===== src/sv/bis_pkg.sv =====
// shared types, widths and defaults for the bilinear image scaler
// no dependencies; imported by every module of the block except the frame store
package bis_pkg;

  // default geometry of the frame store
  localparam int unsigned MaxWidthDef      = 1024;
  localparam int unsigned MaxHeightDef     = 1024;
  localparam int unsigned PixelChannelsDef = 3;

  // fixed field widths
  localparam int unsigned PixW    = 8;
  localparam int unsigned NumOutCh = 3;
  localparam int unsigned SrcW    = 10;
  localparam int unsigned DstW    = 12;
  localparam int unsigned SizeW   = 11;
  localparam int unsigned StepW   = 26;
  localparam int unsigned FracW   = 16;
  localparam int unsigned PosW    = DstW + StepW;
  localparam int unsigned IntW    = PosW - FracW;
  localparam int unsigned CfgIdxW = 2;
  localparam int unsigned CfgW    = StepW;

  // blend arithmetic widths
  localparam int unsigned WxW  = FracW + 1;   // one axis weight, up to 1.0
  localparam int unsigned WtW  = 2*FracW + 1; // corner weight, up to 1.0 in Q.32
  localparam int unsigned AccW = 40;          // 255 * 2^32 fits
  localparam int unsigned RndW = AccW + 1;

  localparam logic [WxW-1:0]  OneQ16   = WxW'(1) << FracW;
  localparam logic [RndW-1:0] RoundAdd = RndW'(1) << (2*FracW - 1);

  // configuration register reset values
  localparam logic [SizeW-1:0] SrcWidthRst  = SizeW'(1024);
  localparam logic [SizeW-1:0] SrcHeightRst = SizeW'(1024);
  localparam logic [StepW-1:0] StepRst      = StepW'(65536);

  typedef enum logic [CfgIdxW-1:0] {
    CFG_SRC_WIDTH  = 2'd0,
    CFG_SRC_HEIGHT = 2'd1,
    CFG_H_STEP     = 2'd2,
    CFG_V_STEP     = 2'd3
  } cfg_idx_e;

  typedef enum logic {
    OP_WRITE = 1'b0,
    OP_READ  = 1'b1
  } opcode_e;

  typedef enum logic [2:0] {
    S_IDLE,
    S_LOC_X,
    S_LOC_Y,
    S_FETCH,
    S_DRAIN,
    S_DONE
  } state_e;

  // sequencer to blend unit
  typedef struct packed {
    logic clear;
    logic weight_en;
  } blend_ctl_t;

endpackage


===== src/sv/bis_blend.sv =====
// blend unit: corner weight multiplier and per-channel multiply-accumulate
// depends on bis_pkg; fed one corner pixel per cycle by the sequencer
module bis_blend #(
  parameter int unsigned PIXEL_CHANNELS = bis_pkg::PixelChannelsDef
) (
  input  logic                                         clk_i,
  input  logic                                         rst_ni,
  input  bis_pkg::blend_ctl_t                          ctl_i,
  input  logic [bis_pkg::FracW-1:0]                    fx_i,
  input  logic [bis_pkg::FracW-1:0]                    fy_i,
  input  logic [1:0]                                   corner_i,
  input  logic [bis_pkg::PixW*PIXEL_CHANNELS-1:0]      pix_i,
  output logic [bis_pkg::NumOutCh-1:0][bis_pkg::PixW-1:0] rgb_o
);
  import bis_pkg::*;

  logic [WxW-1:0]   wx;
  logic [WxW-1:0]   wy;
  logic [2*WxW-1:0] wxy;
  logic [WtW-1:0]   wt_q;
  logic             acc_en_q;
  logic [AccW-1:0]  acc_q [PIXEL_CHANNELS];

  // corner bit 0 picks the ceiling column, bit 1 the ceiling row
  assign wx  = corner_i[0] ? WxW'(fx_i) : OneQ16 - WxW'(fx_i);
  assign wy  = corner_i[1] ? WxW'(fy_i) : OneQ16 - WxW'(fy_i);
  assign wxy = (2*WxW)'(wx) * (2*WxW)'(wy);

  always_ff @(posedge clk_i) begin
    if (ctl_i.weight_en) begin
      wt_q <= wxy[WtW-1:0];
    end
  end

  // weight and read data are registered with the request and land together in the cycle after it
  always_ff @(posedge clk_i or negedge rst_ni) begin
    if (!rst_ni) begin
      acc_en_q <= 1'b0;
    end else begin
      acc_en_q <= ctl_i.weight_en;
    end
  end

  for (genvar c = 0; c < PIXEL_CHANNELS; c++) begin : g_lane
    logic [PixW+WtW-1:0] prod;
    assign prod = (PixW+WtW)'(pix_i[c*PixW +: PixW]) * (PixW+WtW)'(wt_q);

    always_ff @(posedge clk_i) begin
      if (ctl_i.clear) begin
        acc_q[c] <= '0;
      end else if (acc_en_q) begin
        acc_q[c] <= acc_q[c] + AccW'(prod);
      end
    end
  end

  for (genvar c = 0; c < NumOutCh; c++) begin : g_out
    if (c < PIXEL_CHANNELS) begin : g_used
      logic [RndW-1:0] rnd;
      assign rnd      = RndW'(acc_q[c]) + RoundAdd;
      assign rgb_o[c] = rnd[AccW-1 -: PixW];
    end else begin : g_unused
      assign rgb_o[c] = '0;
    end
  end

endmodule


===== config.mk =====
export PLATFORM = sky130hd
export DESIGN_NAME = bis_blend
export DESIGN_NICKNAME = d
export VERILOG_FILES = /design/src/sv/bis_pkg.sv /design/src/sv/bis_blend.sv
export SDC_FILE = /design/constraint.sdc
export NUM_CORES = 2
export LEC_CHECK = 0
export ABC_AREA = 1
export BUFFER_PORTS_ARGS = -buffer_cell sky130_fd_sc_hd__buf_2
export CAP_MARGIN = 10
export CORE_MARGIN = 2
export CORE_UTILIZATION = 45
export DETAILED_ROUTE_END_ITERATION = 7
export PLACE_DENSITY = 0.68
export SLEW_MARGIN = 20
export SYNTH_ARGS = -nofsm -noshare
export SYNTH_HDL_FRONTEND = slang
export SYNTH_SLANG_ARGS = --single-unit
export TNS_END_PERCENT = 20

===== constraint.sdc =====
create_clock -name clk_i -period 6.17 [get_ports clk_i]
set_clock_uncertainty 0.05 [all_clocks]
set_input_delay 0.3085 -clock clk_i [delete_from_list [all_inputs] [get_ports clk_i]]
set_output_delay 0.3085 -clock clk_i [all_outputs]
set_load 0.01 [all_outputs]

==> flow_metrics.env <==
export IMPL_crit_fanout=6
export IMPL_ant_nets=0
export IMPL_ios=86
export IMPL_drcViolationCount=0
export IMPL_routed_wl_um=130000
export IMPL_ys_seq_elements=154
export IMPL_row_count=117
export IMPL_syn_avg_cell_area_um2=7.27
export IMPL_met3WireLength_um=7300
export IMPL_async_reset_ff_frac=0.00649
export IMPL_fmax_mhz=168
export IMPL_io_buffer_count=85
export IMPL_layout_commonest_cell="nand2_1"
export IMPL_synth_edff_count=153
export IMPL_firstDrtPassIters=6
export IMPL_synth_nets=7641
export IMPL_initial_core_util=0.456
export IMPL_synth_top_cells_by_area="fa_1 (38%), nand2_1 (16%), inv_1 (15%)"
export IMPL_grt_pass1_wl_um=214000
export IMPL_dp_hpwl_um=107000
export IMPL_coreArea_um2=102000
export IMPL_cts_max_level=4
export IMPL_hold_viol_final=0
export IMPL_cp_end_kind="flop"
export IMPL_drive_gt1_frac=0.0708
export IMPL_wl_met1_um=55400
export IMPL_tightest_slew_ns=1.21
export IMPL_fin_crit_ns=5.95
export IMPL_dieArea_um2=106000
export IMPL_rsz0062_at_grt="true"
export IMPL_wl_met2_um=63600
export IMPL_yosysWarningCount=0
export IMPL_outcome="finished, final reports clean"
export IMPL_cp_slowest_cell="fa_1"
export IMPL_worstPathRequired_ns=6.38
export IMPL_crit_buf_inv=13
export IMPL_grt_use_total=0.253
export IMPL_final_cell_mix="nand2_1 (1937), inv_1 (1854), fa_1 (894)"
export IMPL_antenna_found_initial=2
export IMPL_fill_cells=10242
export IMPL_crit_type="input pin to flop"
export IMPL_grt_pass1_vias=41106
export IMPL_hold_path_class="input pin to asynchronous set/reset pin"
export IMPL_vias=38838
export IMPL_highest_layer="met5"
export IMPL_gr_total_overflow=0
export IMPL_place_area_um2=50000
export IMPL_syn_area_um2=46500
export IMPL_syn_instance_count=6404
export IMPL_clk_path_buf_depth=2
export IMPL_clock_sinks=154
export IMPL_synth_top_area_cell="fa_1"
export IMPL_drtIter0Drc=2453
export IMPL_clk_pin_slew_ns=0.07
export IMPL_synth_top_area_share=0.385
export IMPL_ys_seq_area_frac=0.0992
export IMPL_cts_root_buf="clkbuf_16"
export IMPL_vias_per_cell=4.88
export IMPL_yosys_cell_types_count=44
export IMPL_final_max_slew_viol_count=0
export IMPL_detailedPlace_worstSlack_ns=-0.316
export IMPL_nets=7818
export IMPL_grt_max_degree=81
export IMPL_cts_made_buffers=17
export IMPL_cpPeakStageDelay_ns=0.53
export IMPL_insertion_delay_ns=0.51
export IMPL_cts_tree="yes"
export IMPL_path_common_cell="inv_1"
export IMPL_start_kind="input pin"
export IMPL_max_cap_violations=0
export IMPL_die_h_um=326
export IMPL_slew_headroom=0.191
export IMPL_wl_per_cell_um=16.3
export IMPL_synth_flop_cell="edfxtp_1"
export IMPL_gp_congestion=0.954
export IMPL_diodes=0
export IMPL_setup_viol=0
export IMPL_areaGrowthSynthToFinish_pct=9.01
export IMPL_fp_dieW_um=326
export IMPL_worst_ep_arrival_time_ns=6.16
export IMPL_final_area_um2=50700
export IMPL_worst_slack_ns=0.217
export IMPL_min_period_over_period=0.965
export IMPL_path_delay_family="adder cells"
cell type report:
cell class | instances | area (um2) | share of cell area
timing repair buffer | 362 | 2640 | 0.0521
multi-input combinational | 4174 | 34100 | 0.673
clock inverter | 12 | 155 | 0.00306
clock buffer | 19 | 433 | 0.00853
inverter | 1872 | 7030 | 0.139
tap | 1368 | 1710 | 0.0337
sequential | 154 | 4620 | 0.0910
layer usage:
metal  track usage  up-vias
li1              -    18539
met1         0.331    19081
met2         0.442     1059
met3        0.0323      157
met4        0.0700        2
met5             0        -
state kept, by name, indices dropped and copies added, names as in the netlist:
name and count:
acc_q 120, wt_q 33, acc_en_q 1
worst register-to-register path, cell delays in order (launching register included):
cell and delay (ns):
edfxtp_1 1.10, buf_4 0.37, nand2_1 0.10, fa_1 0.50, inv_1 0.05, ha_1 0.28, ha_1 0.18, inv_1 0.07
fa_1 0.42, inv_1 0.07, ha_1 0.23, inv_1 0.09, fa_1 0.47, inv_1 0.10, nand3_1 0.07, nand3_1 0.20
nand2_1 0.08, nand2_1 0.18, nand2_1 0.07, nand2_1 0.17, nand2_1 0.09, nand2_1 0.15, nand2_1 0.07, nand2_1 0.06
nor2_1 0.05
cells in the mapped netlist (3+ instances only):
cell	number
nand3b_1	20
clkbuf_1	179
o21bai_1	19
nand2_4	3
o21ai_0	82
nand2_1	1942
nand3_2	4
a21o_1	3
xor2_1	46
nand3_1	136
nand4_1	24
ha_1	280
nand2_2	11
o21a_1	3
inv_2	12
buf_2	6
clkinv_1	5
buf_4	5
fa_1	895
xnor2_1	11
or2_2	8
a31oi_1	3
a21oi_1	179
nor2_2	5
buf_6	12
nor2_1	449
edfxtp_1	153
xor2_2	6
o21ai_1	5
inv_1	1854
nor3_1	27
final timing paths:
kind | end | depth (start not counted) | slack (ns) | startpoint
worst min-delay path | acc_en_q | 2 | 0.04 | rst_ni
worst max-delay path | wt_q[25] | 32 | 0.22 | fy_i[0]
worst max register to register | acc_q[0][21] | 24 | 0.66 | wt_q[1]
min in group clk_i | wt_q[0] | 4 | 0.26 | fy_i[0]
worst min register to register | acc_q[0][0] | 3 | 0.63 | acc_q[0][0]
max in group asynchronous | acc_en_q | 2 | 5.94 | rst_ni
per-stage QoR:
| step | TNS [ns] | hold WS, ns | utilization | cells |
|---|---|---|---|---|
| 4_1_cts | 0 | 0.0177 | 0.495 | 7956 |
| 3_5_place_dp | -4.50 | 0.0404 | 0.489 | 7924 |
| 2_1_floorplan | 0 | -0.0371 | - | 6404 |
| 3_3_place_gp | -3.07 | 0.0429 | 0.489 | 7923 |
| 6_report | 0 | 0.0408 | 0.497 | 7961 |
| 5_1_grt | -0.0860 | 0.0382 | 0.497 | 7961 |
repair_timing:
item,4_1_cts,5_1_grt
hold endpoints to repair,1,0
resized for setup,0,35
hold buffers,1,0
endpoints found under the setup margin,0,19
setup buffers,0,3
cell families after synthesis:
group                      after synthesis  synth area share
adders and majority gates             1175             0.460
xor gates and xnor gates                64            0.0134
buffers and inverters                 2076             0.170
and+or+nand+nor                       2637             0.223
AOI/OAI and AO/OA                      298            0.0338
DFF                                    154            0.0992
Power is not shown: default switching activity piles up to over one toggle a cycle in this logic, so the estimate is an artifact.
