===== src/sv/bis_pkg.sv =====
// shared types, widths and defaults for the bilinear image scaler
// no dependencies; imported by every module of the block except the frame store
package bis_pkg;

  // default geometry of the frame store
  localparam int unsigned MaxWidthDef      = 1024;
  localparam int unsigned MaxHeightDef     = 1024;
  localparam int unsigned PixelChannelsDef = 3;

  // fixed field widths
  localparam int unsigned PixW    = 8;
  localparam int unsigned NumOutCh = 3;
  localparam int unsigned SrcW    = 10;
  localparam int unsigned DstW    = 12;
  localparam int unsigned SizeW   = 11;
  localparam int unsigned StepW   = 26;
  localparam int unsigned FracW   = 16;
  localparam int unsigned PosW    = DstW + StepW;
  localparam int unsigned IntW    = PosW - FracW;
  localparam int unsigned CfgIdxW = 2;
  localparam int unsigned CfgW    = StepW;

  // blend arithmetic widths
  localparam int unsigned WxW  = FracW + 1;   // one axis weight, up to 1.0
  localparam int unsigned WtW  = 2*FracW + 1; // corner weight, up to 1.0 in Q.32
  localparam int unsigned AccW = 40;          // 255 * 2^32 fits
  localparam int unsigned RndW = AccW + 1;

  localparam logic [WxW-1:0]  OneQ16   = WxW'(1) << FracW;
  localparam logic [RndW-1:0] RoundAdd = RndW'(1) << (2*FracW - 1);

  // configuration register reset values
  localparam logic [SizeW-1:0] SrcWidthRst  = SizeW'(1024);
  localparam logic [SizeW-1:0] SrcHeightRst = SizeW'(1024);
  localparam logic [StepW-1:0] StepRst      = StepW'(65536);

  typedef enum logic [CfgIdxW-1:0] {
    CFG_SRC_WIDTH  = 2'd0,
    CFG_SRC_HEIGHT = 2'd1,
    CFG_H_STEP     = 2'd2,
    CFG_V_STEP     = 2'd3
  } cfg_idx_e;

  typedef enum logic {
    OP_WRITE = 1'b0,
    OP_READ  = 1'b1
  } opcode_e;

  typedef enum logic [2:0] {
    S_IDLE,
    S_LOC_X,
    S_LOC_Y,
    S_FETCH,
    S_DRAIN,
    S_DONE
  } state_e;

  // sequencer to blend unit
  typedef struct packed {
    logic clear;
    logic weight_en;
  } blend_ctl_t;

endpackage


===== src/sv/bis_locate.sv =====
// axis locator: maps a destination index to floor/ceiling source index and fraction
// depends on bis_pkg; shared between the horizontal and vertical axis
module bis_locate #(
  parameter int unsigned IDX_W = 10
) (
  input  logic [bis_pkg::DstW-1:0]  dst_i,
  input  logic [bis_pkg::StepW-1:0] step_i,
  input  logic [bis_pkg::SizeW-1:0] size_i,
  input  logic [IDX_W:0]            lim_i,
  output logic [IDX_W-1:0]          lo_o,
  output logic [IDX_W-1:0]          hi_o,
  output logic [bis_pkg::FracW-1:0] frac_o
);
  import bis_pkg::*;

  localparam int unsigned CmpW = (SizeW > IDX_W + 1) ? SizeW : IDX_W + 1;

  logic [PosW-1:0] pos;
  logic [IntW-1:0] ip;
  logic [CmpW-1:0] size_ext;
  logic [CmpW-1:0] lim_ext;
  logic [CmpW-1:0] size_eff;
  logic [IDX_W-1:0] last;
  logic [IntW-1:0]  last_ext;
  logic [IDX_W-1:0] lo;

  assign pos    = PosW'(dst_i) * PosW'(step_i);
  assign ip     = pos[PosW-1:FracW];
  assign frac_o = pos[FracW-1:0];

  // zero size acts as one, oversize acts as the store limit
  assign size_ext = CmpW'(size_i);
  assign lim_ext  = CmpW'(lim_i);
  always_comb begin
    if (size_ext == '0) begin
      size_eff = CmpW'(1);
    end else if (size_ext > lim_ext) begin
      size_eff = lim_ext;
    end else begin
      size_eff = size_ext;
    end
  end

  assign last     = IDX_W'(size_eff - CmpW'(1));
  assign last_ext = IntW'(last);

  assign lo   = (ip > last_ext) ? last : IDX_W'(ip);
  assign lo_o = lo;

  always_comb begin
    if (frac_o == '0) begin
      hi_o = lo;
    end else if (ip >= last_ext) begin
      hi_o = last;
    end else begin
      hi_o = IDX_W'(ip + IntW'(1));
    end
  end

endmodule


===== config.mk =====
export PLATFORM = sky130hd
export DESIGN_NAME = bis_locate
export DESIGN_NICKNAME = d
export VERILOG_FILES = /design/src/sv/bis_pkg.sv /design/src/sv/bis_locate.sv
export SDC_FILE = /design/constraint.sdc
export NUM_CORES = 1
export LEC_CHECK = 0
export BUFFER_PORTS_ARGS = -buffer_cell sky130_fd_sc_hd__buf_4
export CAP_MARGIN = 20
export CELL_PAD_IN_SITES_DETAIL_PLACEMENT = 1
export CELL_PAD_IN_SITES_GLOBAL_PLACEMENT = 1
export CORE_MARGIN = 3
export CORE_UTILIZATION = 48
export DETAILED_ROUTE_END_ITERATION = 8
export PLACE_DENSITY_LB_ADDON = 0.08
export SLEW_MARGIN = 30
export SYNTH_ARGS = -nofsm -noshare
export SYNTH_HDL_FRONTEND = slang
export SYNTH_SLANG_ARGS = --single-unit

===== constraint.sdc =====
create_clock -name vclk -period 8.3
set_clock_uncertainty 0.1 [all_clocks]
set_input_delay 0 -clock vclk [all_inputs]
set_output_delay 0 -clock vclk [all_outputs]
set_load 0.01 [all_outputs]

==> impl_metrics.json, run 1 <==
{
  "synthesis.nets": 1861,
  "drt_wl_total_um": 34800,
  "grt_max_degree": 27,
  "ys_types": 71,
  "drv_slew": 0,
  "area_growth_pct": 7.49,
  "postRouteAntennaNets": 0,
  "yosys_warnings": 0,
  "firstDrtPassIters": 4,
  "die_h_um": 162,
  "rsz0062_at_grt": "false",
  "crit_path_frequent_cell": "fa_1",
  "startpoint_type": "input port",
  "num_antenna_cells": 0,
  "die_area_mm2": 0.0263,
  "synth_top_area_share_pct": 41.0,
  "die_x_um": 162,
  "max_stage_delay_ns": 0.57,
  "slew_headroom_pct": 43.3,
  "cp_max_fo": 26,
  "seq_cell_count": 0,
  "yosysTopAreaCell": "fa_1",
  "antenna_found_initial": 0,
  "critical-path-top-delay-family": "adder cells",
  "pin_count": 96,
  "initial_utilization_pct": 49.3,
  "nNetsFinal": 1888,
  "dpl_worst_slack_ns": 0.495,
  "syn_area_per_cell_um2": 8.01,
  "regArea_um2": 0,
  "fmax_mhz": 130,
  "most-common-layout-cells": "inv_1 (308), nand2_1 (242), fa_1 (240), and2_1 (112), buf_4 (101)",
  "yosysSeqAreaShare_pct": 0,
  "synthTopCellsByArea": "fa_1 (41%), ha_1 (11%), inv_1 (9.9%), nand2_1 (7.8%), and2_1 (6.0%)",
  "grt_pass1_vias": 11563,
  "viasPerCell": 5.61,
  "numPortBuffers": 96,
  "critical_path_class": "in -> out",
  "finalHoldViolCount": 0,
  "vias": 10135,
  "hold_buffers": 0,
  "drc": 0,
  "tns_ns": 0,
  "crit_slowest_cell": "fa_1",
  "place_congestion": 0.893,
  "status": "finished clean",
  "dp_hpwl_um": 28400,
  "period_needed_ns": 7.70,
  "worstSetupEndpointType": "output port",
  "grt_overflow": 0,
  "grt_pass1_wl_um": 58100,
  "n_clock_buffer": 0,
  "netlist_area_mm2": 0.0117,
  "grt_usage_pct": 27.5,
  "drive_above_1_share_pct": 8.27,
  "max_cap_viol_count": 0,
  "tightest_slew_ns": 0.846,
  "rows": 56,
  "first_iter_violations": 407,
  "hold_class": "in -> out",
  "core_area_mm2": 0.0238,
  "setup_slack_ns": 0.600,
  "required_ns": 8.20,
  "crit_buf_inv": 6,
  "fin_crit_sh_pct": 92.8,
  "synthCells": 1462,
  "final_common_cell": "inv_1",
  "wire_per_inst_um": 19.2,
  "setup_viol": 0,
  "crit_arrival_ns": 7.60,
  "utilization_pct": 53.0
}
[per-stage QoR]
| stage | cells | cell area (um^2) | hold slack [ns] |
|---|---|---|---|
| after global placement | 1806 | 12600 | 0.402 |
| after CTS | 1806 | 12600 | 0.401 |
| after global routing | 1806 | 12600 | 0.424 |
| after detailed placement | 1806 | 12600 | 0.401 |
| after floorplan | 1462 | 11700 | 0.0521 |
| final | 1806 | 12600 | 0.381 |
[worst paths after layout]
kind / startpoint / to / slack [ns] / cells after the start
max: dst_i[6] / hi_o[8] / 0.60 / 27
min: step_i[0] / frac_o[0] / 0.38 / 3
[Yosys cell counts (5+ instances only)]
cell	n
mux2i_1	14
fa_1	240
nor3_1	12
or3_1	5
a21o_1	19
nand4_1	14
inv_1	308
nand3_1	28
nand2_1	242
o31ai_1	5
clkbuf_1	71
a211oi_1	8
o21bai_1	5
ha_1	99
nor2_1	43
xnor2_1	14
a31oi_1	7
o21a_1	15
o211ai_1	9
a21oi_1	43
o21ai_0	33
and2_1	112
nor4_1	9
nor2b_1	7
a2bb2oi_1	5
xor2_1	15
[routing by layer]
layer	vias up	wire length (um)	global-route usage [%]
met2	227	18200	52.2
li1	4595	-	-
met4	0	1300	8.76
met5	-	0	0
met1	5233	14100	33.2
met3	80	1090	1.79
[final cells by class]
| cell class | count | area [um^2] |
|---|---|---|
| inverter | 308 | 1160 |
| multi-input combinational | 1078 | 10300 |
| tap | 319 | 399 |
| fill | 2944 | 11200 |
| timing repair buffer | 101 | 758 |
[kinds of logic (layout without fill, tap and decap cells)]
group	Yosys count	in the layout	synth area share [%]
AO/OA/AOI/OAI	194	194	11.8
XOR/XNOR	29	29	2.17
adder cells (fa/ha/maj)	339	339	51.6
buffers and inverters	384	409	12.4
multiplexers	18	18	1.61
AND/OR/NAND/NOR	498	498	20.5
[what timing repair did]
action / 4_1_cts / 5_1_grt
hold endpoints to repair: 0 / 0
buffers inserted: 0 / 0
setup endpoints to repair: 0 / 9
resized for setup: 0 / 3
Power of run 1 is left out: the tool's default activity adds up to more than one toggle a clock period on the data nets, which glitch-free logic cannot reach.
==> inputs of run 2 (changes only) <==
- ABC_AREA: not set -> 1
- CORE_UTILIZATION: 48 -> 46
==> run 2 against run 1 <==
Effect of this change:
- sequential cell count unchanged
- worst setup slack better by 0.73 ns
- core utilization down 2.8 points
- critical path type unchanged
- highest routed layer unchanged
==> impl_metrics.json, run 2 <==
{
  "status": "finished clean",
  "drt_wl_total_um": 36400,
  "numPortBuffers": 96,
  "grt_pass1_vias": 13152,
  "viasPerCell": 5.04,
  "fillCellCount": 3680,
  "yosys_warnings": 0,
  "critical_path_class": "in -> out",
  "num_antenna_cells": 0,
  "nNetsFinal": 2354,
  "area_growth_pct": 6.85,
  "yosys.cell_count.top_type": "nand2_1",
  "die_h_um": 172,
  "grt_overflow": 0,
  "drive_above_1_share_pct": 7.94,
  "min_path_cells": 4,
  "firstDrtPassIters": 5,
  "crit_slowest_cell": "fa_1",
  "most-common-layout-cells": "nand2_1 (661), inv_1 (546), fa_1 (240), ha_1 (99), buf_4 (96)",
  "initial_utilization_pct": 47.0,
  "rows": 60,
  "core_area_mm2": 0.0270,
  "tns_ns": 0,
  "tightest_slew_ns": 0.649,
  "die_area_mm2": 0.0296,
  "syn_area_per_cell_um2": 6.61,
  "finalHoldViolCount": 0,
  "max_cap_viol_count": 0,
  "die_x_um": 172,
  "hold_class": "in -> out",
  "n_clock_buffer": 0,
  "vias": 11558,
  "synth_top_area_share_pct": 37.8,
  "wire_per_inst_um": 15.9,
  "grt_pass1_wl_um": 63100,
  "yosysSeqAreaShare_pct": 0,
  "ys_types": 30,
  "period_needed_ns": 6.97,
  "hold_buffers": 0,
  "synthTopCellsByArea": "fa_1 (38%), nand2_1 (20%), inv_1 (16%), ha_1 (9.8%), nand3_1 (2.9%)",
  "rsz0062_at_grt": "false",
  "synthesis.nets": 2322,
  "startpoint_type": "input port",
  "crit_path_frequent_cell": "nand2_1",
  "regArea_um2": 0,
  "final_common_cell": "nand2_1",
  "grt_max_degree": 27,
  "antenna_found_initial": 0,
  "synthCells": 1923,
  "first_iter_violations": 366,
  "drv_slew": 0,
  "drc": 0,
  "netlist_area_mm2": 0.0127,
  "grt_usage_pct": 26.2,
  "slew_headroom_pct": 56.7,
  "postCtsSetupRepairBufs": 0,
  "fin_crit_sh_pct": 84.0,
  "worstSetupEndpointType": "output port",
  "ys_top_cells_by_count": "nand2_1 (661), inv_1 (546), fa_1 (240)",
  "required_ns": 8.20,
  "setup_viol": 0,
  "cp_max_fo": 26,
  "crit_arrival_ns": 6.87,
  "yosysTopAreaCell": "fa_1",
  "dp_hpwl_um": 32000,
  "max_stage_delay_ns": 0.55,
  "fmax_mhz": 143,
  "postRouteAntennaNets": 0,
  "seq_cell_count": 0,
  "place_congestion": 0.919,
  "cts-resized-gates": 0,
  "pin_count": 96
}
## run 2: cell type report
type | instances | area [um^2] | share of cell area (%)
Multi-Input combinational cell | 1303 | 10300 | 76.2
Timing Repair Buffer | 96 | 721 | 5.31
Tap cell | 341 | 427 | 3.14
Inverter | 554 | 2080 | 15.3
## run 2: worst max-delay path: cells and delay by family
kind,cells,cell delay [ns]
fa+ha+maj,7,3.35
compound gates,1,0.18
simple gates,14,2.15
buf+inv,8,0.90
xor+xnor,1,0.30
## run 2: final timing paths
path | from | slack [ns] | endpoint
worst max-delay path | dst_i[5] | 1.33 | lo_o[9]
worst min-delay path | step_i[0] | 0.34 | frac_o[0]
## run 2: logic make-up (layout without fill, tap and decap cells)
logic type	count (synthesis)	in the layout	share of synthesized area, %
buffers and inverters	620	650	18.6
adders and majority gates	339	339	47.6
AOI/OAI and AO/OA	43	43	1.75
and+or+nand+nor	898	898	30.4
xor gates and xnor gates	23	23	1.76
## run 2: routing by layer
layer	track usage, %	up-vias	part of all wire, %	wire length [um]
met5	0	-	0	0
met2	51.1	188	53	19400
met1	32.3	5802	42	15300
met3	0.983	55	2.7	979
li1	-	5513	-	-
met4	4.69	0	1.9	691
## run 2: per-stage QoR
| step | area, um^2 | hold slack, ns | cells | util [%] | setup WS [ns] |
|---|---|---|---|---|---|
| after floorplan | 12700 | 0.0212 | 1923 | - | 2.33 |
| after global placement | 13600 | 0.337 | 2294 | 50.2 | 1.57 |
| after detailed placement | 13600 | 0.342 | 2294 | 50.2 | 1.39 |
| after CTS | 13600 | 0.346 | 2294 | 50.2 | 1.37 |
| after global routing | 13600 | 0.391 | 2294 | 50.2 | 0.847 |
| final | 13600 | 0.340 | 2294 | 50.2 | 1.33 |
Power of run 2 is left out for the same reason.
==> inputs of run 3 (changes only) <==
- CORE_UTILIZATION: 46 -> 42
- clock period: 8.3 -> 5.7 ns (I/O delays scaled with it)
==> run 3 against run 2 <==
Effect of this change:
- the flow now finishes with violations (negative setup slack)
- critical path depth increased by 2
- wire length is 28% higher
- core utilization rose by 6.7 points
- global-route usage rose by 0.18 points
- hold slack gained 0.21 ns
- count of clock-buffer cells in the layout did not move
- sequential cell count unchanged
- die area increased by 9.2%
==> impl_metrics.json, run 3 (same netlist as run 2, synthesis figures left out) <==
{
  "min_path_cells": 6,
  "drive_above_1_share_pct": 28.5,
  "antenna_found_initial": 0,
  "crit_path_frequent_cell": "fa_1",
  "vias": 13032,
  "numPortBuffers": 96,
  "fmax_mhz": 162,
  "placed_area_mm2": 0.0151,
  "finalHoldViolCount": 0,
  "max_stage_delay_ns": 0.55,
  "die_x_um": 180,
  "hold_buffers": 0,
  "nNetsFinal": 2613,
  "hold_end": "frac_o[0]",
  "postRouteAntennaNets": 0,
  "drc": 0,
  "wire_per_inst_um": 17.9,
  "status": "finished, violations left",
  "place_congestion": 0.850,
  "period_needed_ns": 6.19,
  "rows": 63,
  "most-common-layout-cells": "nand2_1 (566), inv_1 (501), buf_4 (304), fa_1 (227), nand2_2 (88)",
  "grt_max_degree": 27,
  "setup_viol": 20,
  "startpoint_type": "input port",
  "dp_hpwl_um": 34800,
  "regArea_um2": 0,
  "first_iter_violations": 559,
  "grt_usage_pct": 26.4,
  "fin_area_mm2": 0.0169,
  "initial_utilization_pct": 42.7,
  "drv_slew": 0,
  "final_common_cell": "nand2_1",
  "min-delay-start": "step_i[0]",
  "grt_pass1_vias": 14696,
  "cp_max_fo": 21,
  "setup_slack_ns": -0.489,
  "slew_headroom_pct": 55.9,
  "utilization_pct": 56.9,
  "hold_class": "in -> out",
  "core_area_mm2": 0.0297,
  "drt_wl_total_um": 46500,
  "crit_arrival_ns": 6.09,
  "grt_pass1_wl_um": 71200,
  "fin_crit_sh_pct": 109,
  "num_antenna_cells": 0,
  "die_h_um": 180,
  "area_growth_pct": 33.1,
  "tightest_slew_ns": 0.661,
  "grt_overflow": 0,
  "placedCellCount": 2527,
  "max_cap_viol_count": 0,
  "firstDrtPassIters": 5,
  "pin_count": 96,
  "seq_cell_count": 0,
  "stdcell_count": 2602,
  "viasPerCell": 5.01,
  "crit_slowest_cell": "fa_1",
  "n_clock_buffer": 0,
  "rsz0062_at_grt": "true",
  "die_area_mm2": 0.0324,
  "critical_path_class": "in -> out",
  "worstSetupEndpointType": "output port",
  "violations": "negative setup slack",
  "required_ns": 5.60,
  "tns_ns": -8.51
}
==> run 3: changes by cell type in the layout (fill, tap and decap cells not counted), sizes merged <==
cell / delta
nand4: +1
nor2: +1
buf: +256
clkbuf: +1
==> run 3: worst max-delay path: cells and delay by family <==
kind | cells | cell delay (ns)
adders and majority gates | 7 | 3.03
AOI/OAI and AO/OA | 2 | 0.38
and+or+nand+nor | 15 | 1.72
buffers and inverters | 9 | 0.92
==> run 3: repair_timing <==
item / in CTS / in global routing
pin swaps: 101 / 118
resized for setup: 197 / 139
gates cloned: 1 / 2
setup buffers: 52 / 20
endpoints found under the setup margin: 20 / 20
==> run 3: layer usage <==
metal | GRT usage, % | vias to the layer above | wire, um
li1 | - | 6044 | -
met3 | 1.52 | 143 | 1510
met5 | 0 | - | 0
met4 | 7.52 | 0 | 1790
met1 | 31.0 | 6509 | 18100
met2 | 51.4 | 336 | 25100
==> run 3: per-stage QoR <==
stage | setup WS (ns) | hold WS (ns)
6_report | -0.489 | 0.551
5_1_grt | -0.715 | 0.592
4_1_cts | -0.137 | 0.534
3_5_place_dp | -0.688 | 0.532
3_3_place_gp | -0.516 | 0.520
2_1_floorplan | -0.00445 | 0.0212
==> run 3: how the worst max path moves through the flow <==
stage | start | end | slack (ns) | cells after the start
finish | dst_i[4] | hi_o[7] | -0.49 | 33
floorplan | dst_i[6] | lo_o[9] | -0.004 | 37
CTS | dst_i[10] | hi_o[1] | -0.14 | 40
detailed placement | dst_i[4] | hi_o[1] | -0.69 | 32
global placement | dst_i[6] | hi_o[1] | -0.52 | 34
global route | step_i[2] | hi_o[5] | -0.71 | 35
==> run 3: final cells by class <==
| class | count | area (um^2) |
|---|---|---|
| Multi-Input combinational cell | 1305 | 11400 |
| Tap cell | 390 | 488 |
| Inverter | 554 | 2080 |
| Timing Repair Buffer | 353 | 2990 |
| Fill cell | 3829 | 12800 |
Power of run 3 is left out for the same reason.
